$ cat src/rtl/tlsa_pkg.sv
// ----------------------------------------------------------------------------
// tlsa_pkg
// Types, codes and constants of the two-level scheduler with aging.
// ----------------------------------------------------------------------------
package tlsa_pkg;

    localparam int DEF_QUEUE_DEPTH = 16;
    localparam logic [3:0] MAX_AGE_RST = 4'd5;
    localparam logic [3:0] AGE_MAX = 4'd15;
    localparam logic [15:0] DEFUNCT_MAX = 16'hFFFF;

    localparam logic [2:0] CMD_ADD  = 3'd0;
    localparam logic [2:0] CMD_SELH = 3'd1;
    localparam logic [2:0] CMD_SELL = 3'd2;
    localparam logic [2:0] CMD_TICK = 3'd3;
    localparam logic [2:0] CMD_EXIT = 3'd4;
    localparam logic [2:0] CMD_TERM = 3'd5;

    localparam logic [1:0] ST_OK        = 2'd0;
    localparam logic [1:0] ST_EMPTY     = 2'd1;
    localparam logic [1:0] ST_FULL      = 2'd2;
    localparam logic [1:0] ST_NOT_FOUND = 2'd3;

    localparam logic QSEL_HIGH = 1'b0;
    localparam logic QSEL_LOW  = 1'b1;

    typedef struct packed {
        logic [2:0]  cmd;
        logic [15:0] task_id;
        logic        low_priority;
        logic        critical;
        logic [7:0]  exit_status;
    } t_req;

    typedef struct packed {
        logic [1:0]  status;
        logic [15:0] chosen_id;
        logic        chosen_critical;
        logic        chosen_low_origin;
        logic [4:0]  high_count;
        logic [4:0]  low_count;
        logic [15:0] defunct_count;
        logic [4:0]  promoted_count;
    } t_rsp;

    typedef struct packed {
        logic [15:0] pid;
        logic        crit;
        logic        lowo;
        logic [3:0]  age;
    } t_entry;

    typedef struct packed {
        logic   active;
        logic   found;
        t_entry entry;
    } t_tok;

    typedef enum logic [1:0] {Q_IDLE, Q_LOAD, Q_AGE, Q_PACK} t_qop;

    typedef enum logic [1:0] {W_CRIT, W_ANY, W_PID, W_OLD} t_wmode;

    typedef struct packed {
        t_qop        op;
        logic        inject;
        t_wmode      mode;
        logic [15:0] key;
        logic [3:0]  max_age;
        t_entry      load;
    } t_qctl;

    typedef enum logic [2:0] {
        S_IDLE, S_LOAD, S_AGE, S_WALK, S_PACK, S_FIN
    } t_state;

endpackage

$ cat src/rtl/tlsa_cell.sv
// ----------------------------------------------------------------------------
// tlsa_cell
// One queue slot: holds an entry, takes part in search tokens, aging and
// gap closing with its neighbors.
// ----------------------------------------------------------------------------
module tlsa_cell import tlsa_pkg::*; #(
    parameter int IDX = 0,
    parameter int CW  = 5
) (
    input  logic          i_clk,
    input  logic          i_rst_n,
    input  t_qctl         i_ctl,
    input  logic [CW-1:0] i_fill,
    input  t_tok          i_tok,
    input  logic          i_prev_valid,
    input  logic          i_next_valid,
    input  t_entry        i_next_entry,
    output logic          o_valid,
    output t_entry        o_entry,
    output t_tok          o_tok
);

    logic   r_valid, n_valid;
    t_entry r_entry, n_entry;
    t_tok   r_tok, n_tok;
    logic   w_pred, w_hit;

    always_comb begin
        unique case (i_ctl.mode)
            W_CRIT:  w_pred = r_entry.crit;
            W_ANY:   w_pred = 1'b1;
            W_PID:   w_pred = (r_entry.pid == i_ctl.key);
            W_OLD:   w_pred = (r_entry.age >= i_ctl.max_age);
            default: w_pred = 1'b0;
        endcase
    end

    assign w_hit = i_tok.active && !i_tok.found && r_valid && w_pred;

    always_comb begin
        n_tok = i_tok;
        if (w_hit) begin
            n_tok.found = 1'b1;
            n_tok.entry = r_entry;
        end
    end

    always_comb begin
        n_valid = r_valid;
        n_entry = r_entry;
        if (w_hit) begin
            n_valid = 1'b0;
        end
        unique case (i_ctl.op)
            Q_LOAD: begin
                if (i_fill == CW'(IDX)) begin
                    n_valid = 1'b1;
                    n_entry = i_ctl.load;
                end
            end
            Q_AGE: begin
                if (r_valid && r_entry.age != AGE_MAX) begin
                    n_entry.age = r_entry.age + 4'd1;
                end
            end
            Q_PACK: begin
                if (!r_valid && i_next_valid) begin
                    n_valid = 1'b1;
                    n_entry = i_next_entry;
                end else if (r_valid && !i_prev_valid) begin
                    n_valid = 1'b0;
                end
            end
            default: begin
            end
        endcase
    end

    always_ff @(posedge i_clk) begin
        if (!i_rst_n) begin
            r_valid <= 1'b0;
            r_tok   <= '0;
        end else begin
            r_valid <= n_valid;
            r_tok   <= n_tok;
        end
    end

    always_ff @(posedge i_clk) begin
        r_entry <= n_entry;
    end

    assign o_valid = r_valid;
    assign o_entry = r_entry;
    assign o_tok   = r_tok;

endmodule

$ cat src/rtl/tlsa_queue.sv
// ----------------------------------------------------------------------------
// tlsa_queue
// Row of slot cells forming one ready queue; search tokens enter at the
// head and leave at the far end.
// ----------------------------------------------------------------------------
module tlsa_queue import tlsa_pkg::*; #(
    parameter int QUEUE_DEPTH = DEF_QUEUE_DEPTH,
    parameter int CW          = $clog2(QUEUE_DEPTH + 1)
) (
    input  logic          i_clk,
    input  logic          i_rst_n,
    input  t_qctl         i_ctl,
    input  logic [CW-1:0] i_fill,
    output t_tok          o_tok
);

    logic   w_valid [QUEUE_DEPTH];
    t_entry w_entry [QUEUE_DEPTH];
    t_tok   w_tok   [QUEUE_DEPTH];
    t_tok   w_head_tok;

    always_comb begin
        w_head_tok        = '0;
        w_head_tok.active = i_ctl.inject;
    end

    for (genvar gi = 0; gi < QUEUE_DEPTH; gi++) begin : g_cell
        t_tok   w_tin;
        logic   w_pv;
        logic   w_nv;
        t_entry w_ne;

        if (gi == 0) begin : g_head
            assign w_tin = w_head_tok;
            assign w_pv  = 1'b1;
        end else begin : g_body
            assign w_tin = w_tok[gi-1];
            assign w_pv  = w_valid[gi-1];
        end

        if (gi == QUEUE_DEPTH - 1) begin : g_tail
            assign w_nv = 1'b0;
            assign w_ne = '0;
        end else begin : g_mid
            assign w_nv = w_valid[gi+1];
            assign w_ne = w_entry[gi+1];
        end

        tlsa_cell #(
            .IDX (gi),
            .CW  (CW)
        ) u_cell (
            .i_clk        (i_clk),
            .i_rst_n      (i_rst_n),
            .i_ctl        (i_ctl),
            .i_fill       (i_fill),
            .i_tok        (w_tin),
            .i_prev_valid (w_pv),
            .i_next_valid (w_nv),
            .i_next_entry (w_ne),
            .o_valid      (w_valid[gi]),
            .o_entry      (w_entry[gi]),
            .o_tok        (w_tok[gi])
        );
    end

    assign o_tok = w_tok[QUEUE_DEPTH-1];

endmodule

$ cat src/rtl/two_level_scheduler_with_aging.sv
// ----------------------------------------------------------------------------
// two_level_scheduler_with_aging
// High and low ready queues of tasks with selection, termination by pid
// and promotion of aged low entries.
// ----------------------------------------------------------------------------
//  channel   | handshake            | payload
//  request   | start / busy         | i_req (t_req)
//  result    | o_done strobe        | o_rsp (t_rsp)
//  config    | i_cfg_we             | i_cfg_wdata (max_age)
//
//  Add loads the new entry into its queue; an add to a full queue, exit and
//  unknown commands go straight to the result.
//  Selects and terminate walk a token down the cell row (at most two walks)
//  and then close the gap if an entry was taken.
//  Tick ages the low queue, walks it for aged entries, walking again after each
//  promotion, then closes the gap; the last walk is skipped once the high queue fills.
//  Reset clears queues, counts and max_age (to 5); no clearing pass.
//  Results cannot be stalled; busy holds off requests until o_done.
// ----------------------------------------------------------------------------
module two_level_scheduler_with_aging import tlsa_pkg::*; #(
    parameter int QUEUE_DEPTH = DEF_QUEUE_DEPTH
) (
    input  logic       i_clk,
    input  logic       i_rst_n,
    input  logic       start,
    output logic       busy,
    input  t_req       i_req,
    output logic       o_done,
    output t_rsp       o_rsp,
    input  logic       i_cfg_we,
    input  logic [3:0] i_cfg_wdata
);

    localparam int CW = $clog2(QUEUE_DEPTH + 1);
    localparam logic [CW-1:0] DEPTH_C = CW'(QUEUE_DEPTH);
    localparam logic [CW-1:0] DEPTH_M1 = CW'(QUEUE_DEPTH - 1);

    t_state        r_state, n_state;
    logic [CW-1:0] r_cnt, n_cnt;
    logic [2:0]    r_cmd, n_cmd;
    logic [15:0]   r_pid, n_pid;
    logic          r_lowp, n_lowp;
    logic          r_crit, n_crit;
    logic [3:0]    r_max_age;
    logic [CW-1:0] r_high_fill, n_high_fill;
    logic [CW-1:0] r_low_fill, n_low_fill;
    logic [15:0]   r_defunct, n_defunct;
    logic [1:0]    r_status, n_status;
    t_entry        r_pick, n_pick;
    logic          r_picked, n_picked;
    logic [CW-1:0] r_promoted, n_promoted;
    logic          r_walk_q, n_walk_q;
    t_wmode        r_mode, n_mode;
    logic          r_done;
    t_rsp          r_rsp, n_rsp;

    t_qctl w_hctl, w_lctl;
    t_tok  w_htok, w_ltok, w_tok;
    logic  w_add_full, w_walk_end, w_pack_end;
    logic [15:0] w_defunct_inc;

    assign w_tok      = (r_walk_q == QSEL_LOW) ? w_ltok : w_htok;
    assign w_walk_end = (r_cnt == DEPTH_C);
    assign w_pack_end = (r_cnt == DEPTH_M1);
    assign w_add_full = i_req.low_priority ? (r_low_fill == DEPTH_C)
                                           : (r_high_fill == DEPTH_C);
    assign w_defunct_inc = (r_defunct != DEFUNCT_MAX) ? r_defunct + 16'd1 : r_defunct;

    // next state
    always_comb begin
        n_state = r_state;
        unique case (r_state)
            S_IDLE: begin
                if (start) begin
                    case (i_req.cmd)
                        CMD_ADD:  n_state = w_add_full ? S_FIN : S_LOAD;
                        CMD_SELH: n_state = (r_high_fill == '0) ? S_FIN : S_WALK;
                        CMD_SELL: n_state = (r_low_fill == '0) ? S_FIN : S_WALK;
                        CMD_TICK: n_state = S_AGE;
                        CMD_TERM: n_state = S_WALK;
                        default:  n_state = S_FIN;
                    endcase
                end
            end
            S_LOAD: begin
                if (r_cmd == CMD_TICK) begin
                    n_state = (r_high_fill == DEPTH_M1) ? S_PACK : S_WALK;
                end else begin
                    n_state = S_FIN;
                end
            end
            S_AGE: n_state = (r_high_fill == DEPTH_C) ? S_PACK : S_WALK;
            S_WALK: begin
                if (w_walk_end) begin
                    case (r_cmd)
                        CMD_SELH: n_state = w_tok.found ? S_PACK : S_WALK;
                        CMD_SELL: n_state = S_PACK;
                        CMD_TERM: begin
                            if (w_tok.found) begin
                                n_state = S_PACK;
                            end else begin
                                n_state = (r_walk_q == QSEL_HIGH) ? S_WALK : S_FIN;
                            end
                        end
                        CMD_TICK: n_state = w_tok.found ? S_LOAD : S_PACK;
                        default:  n_state = S_FIN;
                    endcase
                end
            end
            S_PACK: begin
                if (w_pack_end) begin
                    n_state = S_FIN;
                end
            end
            S_FIN:   n_state = S_IDLE;
            default: n_state = S_IDLE;
        endcase
    end

    // datapath next values
    always_comb begin
        n_cnt       = '0;
        n_cmd       = r_cmd;
        n_pid       = r_pid;
        n_lowp      = r_lowp;
        n_crit      = r_crit;
        n_high_fill = r_high_fill;
        n_low_fill  = r_low_fill;
        n_defunct   = r_defunct;
        n_status    = r_status;
        n_pick      = r_pick;
        n_picked    = r_picked;
        n_promoted  = r_promoted;
        n_walk_q    = r_walk_q;
        n_mode      = r_mode;
        n_rsp       = r_rsp;
        unique case (r_state)
            S_IDLE: begin
                if (start) begin
                    n_cmd      = i_req.cmd;
                    n_pid      = i_req.task_id;
                    n_lowp     = i_req.low_priority;
                    n_crit     = i_req.critical;
                    n_status   = ST_OK;
                    n_picked   = 1'b0;
                    n_promoted = '0;
                    case (i_req.cmd)
                        CMD_ADD: begin
                            if (w_add_full) begin
                                n_status = ST_FULL;
                            end
                        end
                        CMD_SELH: begin
                            n_walk_q = QSEL_HIGH;
                            n_mode   = W_CRIT;
                            if (r_high_fill == '0) begin
                                n_status = ST_EMPTY;
                            end
                        end
                        CMD_SELL: begin
                            n_walk_q = QSEL_LOW;
                            n_mode   = W_ANY;
                            if (r_low_fill == '0) begin
                                n_status = ST_EMPTY;
                            end
                        end
                        CMD_TICK: begin
                            n_walk_q = QSEL_LOW;
                            n_mode   = W_OLD;
                        end
                        CMD_EXIT: n_defunct = w_defunct_inc;
                        CMD_TERM: begin
                            n_walk_q = QSEL_HIGH;
                            n_mode   = W_PID;
                        end
                        default: begin
                        end
                    endcase
                end
            end
            S_LOAD: begin
                if (r_cmd == CMD_TICK) begin
                    n_high_fill = r_high_fill + 1'b1;
                    n_promoted  = r_promoted + 1'b1;
                end else if (r_lowp) begin
                    n_low_fill = r_low_fill + 1'b1;
                end else begin
                    n_high_fill = r_high_fill + 1'b1;
                end
            end
            S_WALK: begin
                if (!w_walk_end) begin
                    n_cnt = r_cnt + 1'b1;
                end else begin
                    case (r_cmd)
                        CMD_SELH: begin
                            if (w_tok.found) begin
                                n_pick      = w_tok.entry;
                                n_picked    = 1'b1;
                                n_high_fill = r_high_fill - 1'b1;
                            end else begin
                                n_mode = W_ANY;
                            end
                        end
                        CMD_SELL: begin
                            n_pick     = w_tok.entry;
                            n_picked   = 1'b1;
                            n_low_fill = r_low_fill - 1'b1;
                        end
                        CMD_TERM: begin
                            if (w_tok.found) begin
                                n_defunct = w_defunct_inc;
                                if (r_walk_q == QSEL_HIGH) begin
                                    n_high_fill = r_high_fill - 1'b1;
                                end else begin
                                    n_low_fill = r_low_fill - 1'b1;
                                end
                            end else if (r_walk_q == QSEL_HIGH) begin
                                n_walk_q = QSEL_LOW;
                            end else begin
                                n_status = ST_NOT_FOUND;
                            end
                        end
                        CMD_TICK: begin
                            if (w_tok.found) begin
                                n_pick     = w_tok.entry;
                                n_low_fill = r_low_fill - 1'b1;
                            end
                        end
                        default: begin
                        end
                    endcase
                end
            end
            S_PACK: begin
                if (!w_pack_end) begin
                    n_cnt = r_cnt + 1'b1;
                end
            end
            S_FIN: begin
                n_rsp.status            = r_status;
                n_rsp.chosen_id         = r_picked ? r_pick.pid : 16'd0;
                n_rsp.chosen_critical   = r_picked && r_pick.crit;
                n_rsp.chosen_low_origin = r_picked && r_pick.lowo;
                n_rsp.high_count        = 5'(r_high_fill);
                n_rsp.low_count         = 5'(r_low_fill);
                n_rsp.defunct_count     = r_defunct;
                n_rsp.promoted_count    = 5'(r_promoted);
            end
            default: begin
            end
        endcase
    end

    // queue controls
    always_comb begin
        w_hctl         = '0;
        w_hctl.op      = Q_IDLE;
        w_hctl.mode    = r_mode;
        w_hctl.key     = r_pid;
        w_hctl.max_age = r_max_age;
        if (r_cmd == CMD_TICK) begin
            w_hctl.load = '{pid: r_pick.pid, crit: r_pick.crit, lowo: r_pick.lowo,
                            age: 4'd0};
        end else begin
            w_hctl.load = '{pid: r_pid, crit: r_crit, lowo: r_lowp, age: 4'd0};
        end
        w_lctl = w_hctl;
        unique case (r_state)
            S_LOAD: begin
                if (r_cmd != CMD_TICK && r_lowp) begin
                    w_lctl.op = Q_LOAD;
                end else begin
                    w_hctl.op = Q_LOAD;
                end
            end
            S_AGE: w_lctl.op = Q_AGE;
            S_WALK: begin
                if (r_walk_q == QSEL_LOW) begin
                    w_lctl.inject = (r_cnt == '0);
                end else begin
                    w_hctl.inject = (r_cnt == '0);
                end
            end
            S_PACK: begin
                if (r_walk_q == QSEL_LOW) begin
                    w_lctl.op = Q_PACK;
                end else begin
                    w_hctl.op = Q_PACK;
                end
            end
            default: begin
            end
        endcase
    end

    tlsa_queue #(
        .QUEUE_DEPTH (QUEUE_DEPTH),
        .CW          (CW)
    ) u_high (
        .i_clk   (i_clk),
        .i_rst_n (i_rst_n),
        .i_ctl   (w_hctl),
        .i_fill  (r_high_fill),
        .o_tok   (w_htok)
    );

    tlsa_queue #(
        .QUEUE_DEPTH (QUEUE_DEPTH),
        .CW          (CW)
    ) u_low (
        .i_clk   (i_clk),
        .i_rst_n (i_rst_n),
        .i_ctl   (w_lctl),
        .i_fill  (r_low_fill),
        .o_tok   (w_ltok)
    );

    always_ff @(posedge i_clk) begin
        if (!i_rst_n) begin
            r_state     <= S_IDLE;
            r_cnt       <= '0;
            r_high_fill <= '0;
            r_low_fill  <= '0;
            r_defunct   <= '0;
            r_max_age   <= MAX_AGE_RST;
            r_done      <= 1'b0;
            r_cmd       <= CMD_ADD;
            r_walk_q    <= QSEL_HIGH;
            r_mode      <= W_ANY;
        end else begin
            r_state     <= n_state;
            r_cnt       <= n_cnt;
            r_high_fill <= n_high_fill;
            r_low_fill  <= n_low_fill;
            r_defunct   <= n_defunct;
            r_done      <= (r_state == S_FIN);
            r_cmd       <= n_cmd;
            r_walk_q    <= n_walk_q;
            r_mode      <= n_mode;
            if (i_cfg_we) begin
                r_max_age <= i_cfg_wdata;
            end
        end
    end

    always_ff @(posedge i_clk) begin
        r_pid      <= n_pid;
        r_lowp     <= n_lowp;
        r_crit     <= n_crit;
        r_status   <= n_status;
        r_pick     <= n_pick;
        r_picked   <= n_picked;
        r_promoted <= n_promoted;
        r_rsp      <= n_rsp;
    end

    assign busy   = (r_state != S_IDLE);
    assign o_done = r_done;
    assign o_rsp  = r_rsp;

endmodule

$ cat config.mk
export PLATFORM = sky130hd
export DESIGN_NAME = two_level_scheduler_with_aging
export DESIGN_NICKNAME = d
export VERILOG_FILES = /design/src/rtl/tlsa_pkg.sv /design/src/rtl/tlsa_cell.sv /design/src/rtl/tlsa_queue.sv /design/src/rtl/two_level_scheduler_with_aging.sv
export SDC_FILE = /design/constraint.sdc
export NUM_CORES = 2
export LEC_CHECK = 0
export BUFFER_PORTS_ARGS = -buffer_cell sky130_fd_sc_hd__clkbuf_2
export CORE_MARGIN = 2
export CORE_UTILIZATION = 45
export CTS_BUF_LIST = sky130_fd_sc_hd__clkbuf_2
export DETAILED_ROUTE_END_ITERATION = 16
export PLACE_DENSITY = 0.6
export SYNTH_ARGS = -nofsm -noshare
export SYNTH_HDL_FRONTEND = slang
export SYNTH_SLANG_ARGS = --single-unit
$ cat constraint.sdc
create_clock -name i_clk -period 3.6 [get_ports i_clk]
set_clock_uncertainty 0.05 [all_clocks]
set_input_delay 0.54 -clock i_clk [delete_from_list [all_inputs] [get_ports i_clk]]
set_output_delay 0.54 -clock i_clk [all_outputs]
set_load 0.02 [all_outputs]
* Word-level counts from Yosys, hierarchy flattened
Cells that the tools add are included.
** Cells by class
- Reductions and logical operators :: 316
- Order comparisons :: 32
- Add/sub/neg operators :: 39
- Equality and inequality tests :: 241
- Muxes and demuxes :: 463
** Operator list (number)
- 22-bit two-way mux :: 62
- 18-bit one-hot mux with 2 select lines :: 30
- 23-bit two-way mux :: 33
- 16-bit == test :: 32
- 4-bit one-hot mux with 3 select lines :: 30
- 2-bit != test, second input constant :: 103
- 1-bit logical AND :: 159
- 1-bit two-way mux :: 140
- 4-bit two-way mux :: 34
- 4-bit by 1-bit adder with 4-bit output, second input constant :: 32
- 4-bit greater-or-equal comparator :: 32
- 4-bit != test, second input constant :: 32
- 1-bit one-hot mux with 4 select lines :: 32
- 4-bit AND reduction :: 31
- 3-bit AND reduction :: 34
- 16-bit two-way mux :: 6
- 5-bit by 4-bit == test with 1-bit output, second input constant :: 17
- 5-bit two-way mux :: 16
- 1-bit one-hot mux with 2 select lines :: 36
- 1-bit zero test :: 60
- 5-bit one-hot mux with 2 select lines :: 5
- 22-bit one-hot mux with 2 select lines :: 1
- 5-bit by 3-bit == test with 1-bit output, second input constant :: 8
- 3-bit two-way mux :: 13
- 38 further kinds :: 113
** Storage, ports and cells
- Output and inout port bits :: 53
- Flip-flop bits (word level) :: 1642

* Logic depth before layout (Yosys ltp)
- Depth in word-level cells :: 8
- Mapped depth :: 10

* Hierarchy
A second synthesis with hierarchy kept.
** Second synthesis, totals
- Cells, all modules :: 10011
- Area total of the unflattened synthesis :: 101198.3 µm²
** Modules (own cells, without submodules)
- tlsa_cell (u_high.g_cell[10].u_cell ...) :: cells each 301, times used 12, area each 2979.1 µm²
- tlsa_cell (u_high.g_cell[3].u_cell ...) :: cells each 302, times used 3, area each 2980.4 µm²
- two_level_scheduler_with_aging :: cells each 521, times used 1, area each 6286.0 µm²
- tlsa_cell (u_high.g_cell[1].u_cell ...) :: cells each 293, times used 2, area each 3055.4 µm²
- tlsa_cell (u_high.g_cell[0].u_cell ...) :: cells each 293, times used 2, area each 3046.7 µm²
- tlsa_cell (u_high.g_cell[13].u_cell ...) :: cells each 289, times used 2, area each 2990.4 µm²
- tlsa_cell (u_low.g_cell[11].u_cell ...) :: cells each 301, times used 2, area each 2984.1 µm²
- tlsa_cell (u_low.g_cell[13].u_cell ...) :: cells each 300, times used 2, area each 2979.1 µm²
- tlsa_cell (u_high.g_cell[11].u_cell ...) :: cells each 291, times used 2, area each 2820.2 µm²
- tlsa_cell (u_high.g_cell[4].u_cell ...) :: cells each 291, times used 2, area each 2813.9 µm²
- tlsa_cell (u_high.g_cell[15].u_cell) :: cells each 291, times used 1, area each 2990.4 µm²
- tlsa_cell (u_low.g_cell[8].u_cell) :: cells each 280, times used 1, area each 2919.0 µm²
- tlsa_cell (u_low.g_cell[9].u_cell) :: cells each 281, times used 1, area each 2917.8 µm²
- tlsa_queue :: cells each 2, times used 2, area each 7.5 µm²

* Worst setup path before layout
OpenSTA, ideal clock, no wires.
- Kind :: register -> register
- From :: register r_state[2]
- To :: register r_rsp, in the netlist o_rsp[0], enable pin
- Data required time :: 3.090 ns
- Clock period less this slack :: 3.594 ns
- Cell stages (with the launch flop) :: 5
- Path slack :: 0.006 ns
- Data arrival time :: 3.085 ns
- Buffers on the path :: 2
- Path through :: dfxtp_1 clkbuf_1 clkbuf_1 nand2_1 nor2_1
** On the way
- Word-level cells in the longest chain between the ends :: 1
** Ends and longest elaborated chain
- from (decl) :: line two_level_scheduler_with_aging.sv:38 : t_state r_state, n_state;
- from (signal assigned) :: line two_level_scheduler_with_aging.sv:332 : r_state <= n_state;
- 3-bit == test :: line two_level_scheduler_with_aging.sv:137 : unique case (r_state)
- to (signal assigned) :: line two_level_scheduler_with_aging.sv:355 : r_rsp <= n_rsp;
- to (decl) :: line two_level_scheduler_with_aging.sv:55 : t_rsp r_rsp, n_rsp;
Every way passes these cells.
A chain may end at the register's enable or synchronous reset.

* Worst setup path in the final report
- From :: register r_pid[15]
- To :: register u_low.g_cell[11].u_cell.r_tok, in the netlist u_low.g_cell[11].u_cell.o_tok[17]
** On the way
- Word-level cells in the longest chain between the ends :: 4
** Ends and longest elaborated chain
- from (decl) :: line two_level_scheduler_with_aging.sv:41 : logic [15:0] r_pid, n_pid;
- from (signal assigned) :: line two_level_scheduler_with_aging.sv:348 : r_pid <= n_pid;
- 16-bit == test :: line tlsa_cell.sv:32 : W_PID: w_pred = (r_entry.pid == i_ctl.key);
- 1-bit one-hot mux with 4 select lines :: line tlsa_cell.sv:29 : unique case (i_ctl.mode)
- 1-bit logical AND :: line tlsa_cell.sv:38 : assign w_hit = i_tok.active && !i_tok.found && r_valid && w_pred;
- 23-bit two-way mux :: line tlsa_cell.sv:42 : if (w_hit) begin
- to (signal assigned) :: line tlsa_cell.sv:85 : r_tok <= n_tok;
- to (decl) :: line tlsa_cell.sv:25 : t_tok r_tok, n_tok;
Every way passes these cells.

==> impl.org <==
** Setup path
- The worst setup path is launched from a flop.
- Reg2Reg Launch Point :: r_pid[15]
- Data on the critical path is required at its endpoint by 5180 ps.
- R2r worst-path depth :: 8
- CP startpoint :: r_pid[15]
- At the worst endpoint, the arrival time is between 5000 and 6000 ps.
- In this run the worst path has a maximum fanout of 17.
- WS Path Type :: reg2reg
- STA classifies the critical path endpoint as a flop.

** Drt
- Metal2 WL :: 95.6 mm
- Met1 Routed Length :: between 90 and 100 mm
- Number of detailed-routing iterations run before antenna repair :: 6
- Met3 routed wirelength :: ~17 mm
- Dividing the detail-routed via count by the number of cells gives about 5.4.
- Top layer in use :: met4
- Routed Antenna Nets :: 0
- After detailed routing, the average wire length per cell comes to between 20 and 25 um.
- The routed design has ~220 mm of wire.
- In the routed design, unresolved DRC markers number 0.
- Via count :: around 52k
- For this block, the initial DRC count from the detailed router was ~5.3k.

** Synth
- For this run, asynchronously set or reset flops after synthesis account for 0.
- Instance count of the mapped netlist :: between 6k and 7k
- Counting flops and latches in the post-synthesis netlist gives roughly 1.5k.
- Of the synthesized area, sequential elements account for 0.555.
- The Yosys step of the flow raised 0 warnings.
- Summed over all instances, the cell type with the most area after synthesis is edfxtp_1.
- Yosys top cell area share :: 0.347
- Post-synth top flop :: edfxtp_1
- Combinational family with the most area after synthesis :: simple AND/OR/NAND/NOR gates
- Leading post-synthesis cells by cell area :: edfxtp_1, dfxtp_1, mux2i_1
- Library cells used by synthesis :: 66
- The compound-cell area share of the yosys netlist is 0.0413.
- Mux contribution to synthesized area :: 0.0827
- Of the total synthesized cell area, the portion taken by AND, OR, NAND and NOR gates is 0.188.
- Xor/xnor share of the synthesized area :: 0.0719
- Cell area after synthesis :: about 69000 um2
- Syn avg cell area :: between 10 and 15 um2
- Of the total synthesized cell area, the portion taken by full adders, half adders and majority gates is 0.0293.
- Number of enable flip-flop cells after synthesis :: roughly 800

** Timing
- Post-route worst setup slack :: between 90 and 100 ps
- Setup repair after global routing left no endpoint under its margin.
- Setup TNS Final :: 0 ps
- Count of pins over their slew limit :: 0
- The worst path in the final design needs a cycle of around 3500 ps, including I/O delays and setup.
- Slew at the pin closest to its max-slew limit :: roughly 1300 ps
- Of the available clock period, the critical path in the final layout requires 0.972.
- Measured against its own limit, the worst slew margin works out to 0.159.
- The number of hold violations in the final report came to 0.
- Timing-limited maximum frequency :: approximately 290 MHz
- Final setup violation count :: 0

** Clock network
- The clock drives approximately 1.5k sinks.
- Counting the buffers created by CTS gives 411.
- Clock tree from TritonCTS :: yes
- Clock tree synthesis selected as its root buffer the cell clkbuf_2.
- Number of buffers between clock root and the deepest sink :: 4
- Clock transition at the register clock pins on the worst setup and hold paths after CTS :: ~120 ps
- Clock network latency to the later pin of the worst-skew pair :: between 1500 and 2000 ps
- The clock tree synthesis step divided the H-tree into 5 levels.

** Placed design
- Detailed placer's ending HPWL :: about 150 mm
- Count of input and output buffers :: 81
- The congestion estimate from routability-driven global placement came to approximately 0.87.
- At the placement stage, the worst setup path has a slack of 65.5 ps.

** Outcome
- The flow ran to the end, and the final reports show no timing, DRC or antenna violations.

** Floorplanning
- Die span in y :: between 300 and 400 um
- Cell row count :: 143
- 90 I/O pins were placed.
- The floorplan step set the die width to 396 um.
- Initial Utilization :: 0.454
- In this run the standard cell core region covers 152000 um2.
- Die Area :: around 160000 um2

** Hold path
- The startpoint identified for the worst hold timing path is i_req[8].
- Worst min-delay path class :: in2reg
- Along the worst hold path, the cell count comes to 3.

** Final layout
- Compared with the post-synthesis result, the final layout area differs by 12.9%.
- Final nets :: between 7k and 8k
- Most common cell after layout, fill and taps aside :: nand2_1
- In the layout the commonest cells are nand2_1, nor2_1, edfxtp_1, clkbuf_2, dfxtp_1.
- Of the cells placed in the final design, the portion with a size suffix greater than 1 is 0.148.
- The layout has ~14k filler cells.

** Global routing
- Antenna violations before repair :: 6
- Entering global routing, the biggest net connects 138 pins.
- For this run the aggregate overflow at the end of global routing stands at 0.
- The first global-routing pass estimated 322 mm of wire.
- Total routing usage reported by global routing :: 0.270
- Vias in the first global route :: a little over 50k

** Power
- The worst-case IR drop observed on VDD is roughly 0.00033 V.
- After layout, the design draws a total of around 42 mW.
- Leakage dissipation :: approximately 33 nW
- Dividing total power by cell area gives a power density of about 540 nW/um2.

** Run
- Max-cap violations in this run came to 0.
[routing by layer]
metal / vias to the layer above / global-route usage
li1: 24279 / -
met1: 25681 / 0.381
met2: 1991 / 0.414
met3: 337 / 0.0583
met4: 0 / 0.0843
met5: - / 0
[logic make-up (layout without fill, tap and decap cells)]
logic type | count (synthesis) | count (layout)
adder cells (fa/ha/maj) | 162 | 162
buffers and inverters | 559 | 1318
AND/OR/NAND/NOR | 3088 | 3088
other | 1 | 11
AO/OA/AOI/OAI | 444 | 444
multiplexers | 568 | 568
flip-flops | 1514 | 1514
XOR/XNOR | 567 | 567
[where the power goes]
group | internal [mW] | switching [mW] | leakage [nW]
registers | 19.5 | 0.481 | 13.0
clock network | 5.05 | 7.36 | 2.93
logic | 3.29 | 6.61 | 16.7
[final timing paths]
check / end / slack (ps)
max: u_low.g_cell[11].u_cell.o_tok[17] / 100
min: r_crit / 200
max reg2reg: u_low.g_cell[11].u_cell.o_tok[17] / 100
min reg2reg: u_high.g_cell[4].u_cell.o_tok[7] / 340
[state kept, by name, summed over array words and instances, names as in the netlist, 16 cells and up]
signal                        cells
u_high.g_cell.u_cell.o_valid     16
u_low.g_cell.u_cell.o_tok       319
u_low.g_cell.u_cell.o_valid      16
u_high.g_cell.u_cell.o_tok      319
r_pick                           18
u_low.g_cell.u_cell.o_entry     352
r_defunct                        16
u_high.g_cell.u_cell.o_entry    352
o_rsp                            51
r_pid                            16
[timing repair]
item,in CTS,in global routing
gates resized for setup,8,2
endpoints found under the setup margin,1,6
endpoints found under the hold margin,759,0
buffers inserted,3,5
hold buffers,90,0
[cells in the mapped netlist, types with 3 or more instances]
library cell / count
nor2_1: 1253
nand2_1: 1252
edfxtp_1: 799
dfxtp_1: 715
mux2i_1: 546
xnor2_1: 448
clkbuf_1: 316
ha_1: 162
a21oi_1: 137
and2_1: 136
nand4_1: 123
xor2_1: 119
inv_1: 117
buf_2: 104
o21ai_0: 101
nand3_1: 67
nor3_1: 60
a22o_1: 52
nand2b_1: 49
and3_1: 35
nor2b_1: 35
nor4_1: 26
o221ai_1: 26
a21boi_0: 25
mux2_2: 22
buf_1: 21
o22ai_1: 21
a31oi_1: 18
nor3b_1: 12
o211ai_1: 11
or3_1: 9
a32o_1: 8
nand3b_1: 8
a211oi_1: 6
o21a_1: 6
or2_2: 6
a21o_1: 5
o31ai_1: 4
a221oi_1: 3
[stage by stage]
stage | instances | hold WS (ps) | cell area [um2] | util
after floorplan | 6906 | 350 | 69100 | -
after global placement | 8855 | 354 | 73200 | 0.481
after detailed placement | 8855 | 358 | 73200 | 0.481
after CTS | 9690 | 26.2 | 77900 | 0.512
after global routing | 9700 | 86.2 | 78000 | 0.512
final | 9702 | 199 | 78000 | 0.512
[worst max-delay path, stage by stage, from the launching register on]
cell,delay [ps]
edfxtp_1,920
buf_12,250
xnor2_1,140
nand3_1,90
nor4_1,430
nand3_1,380
a31oi_4,400
buf_12,230
mux2i_1,380
[cell type report]
| cell class | count | area (um2) | share of cell area |
|---|---|---|---|
| inverters | 117 | 440 | 0.00565 |
| clock buffers | 643 | 3220 | 0.0413 |
| flip-flops and latches | 1514 | 38300 | 0.491 |
| multi-input cells | 4833 | 28800 | 0.370 |
| clock inverters | 100 | 523 | 0.00671 |
| well taps | 2030 | 2540 | 0.0326 |
| repair buffers | 458 | 4070 | 0.0522 |
| diodes | 7 | 17.5 | 0.000225 |
Power figures use the tool's default switching activity.
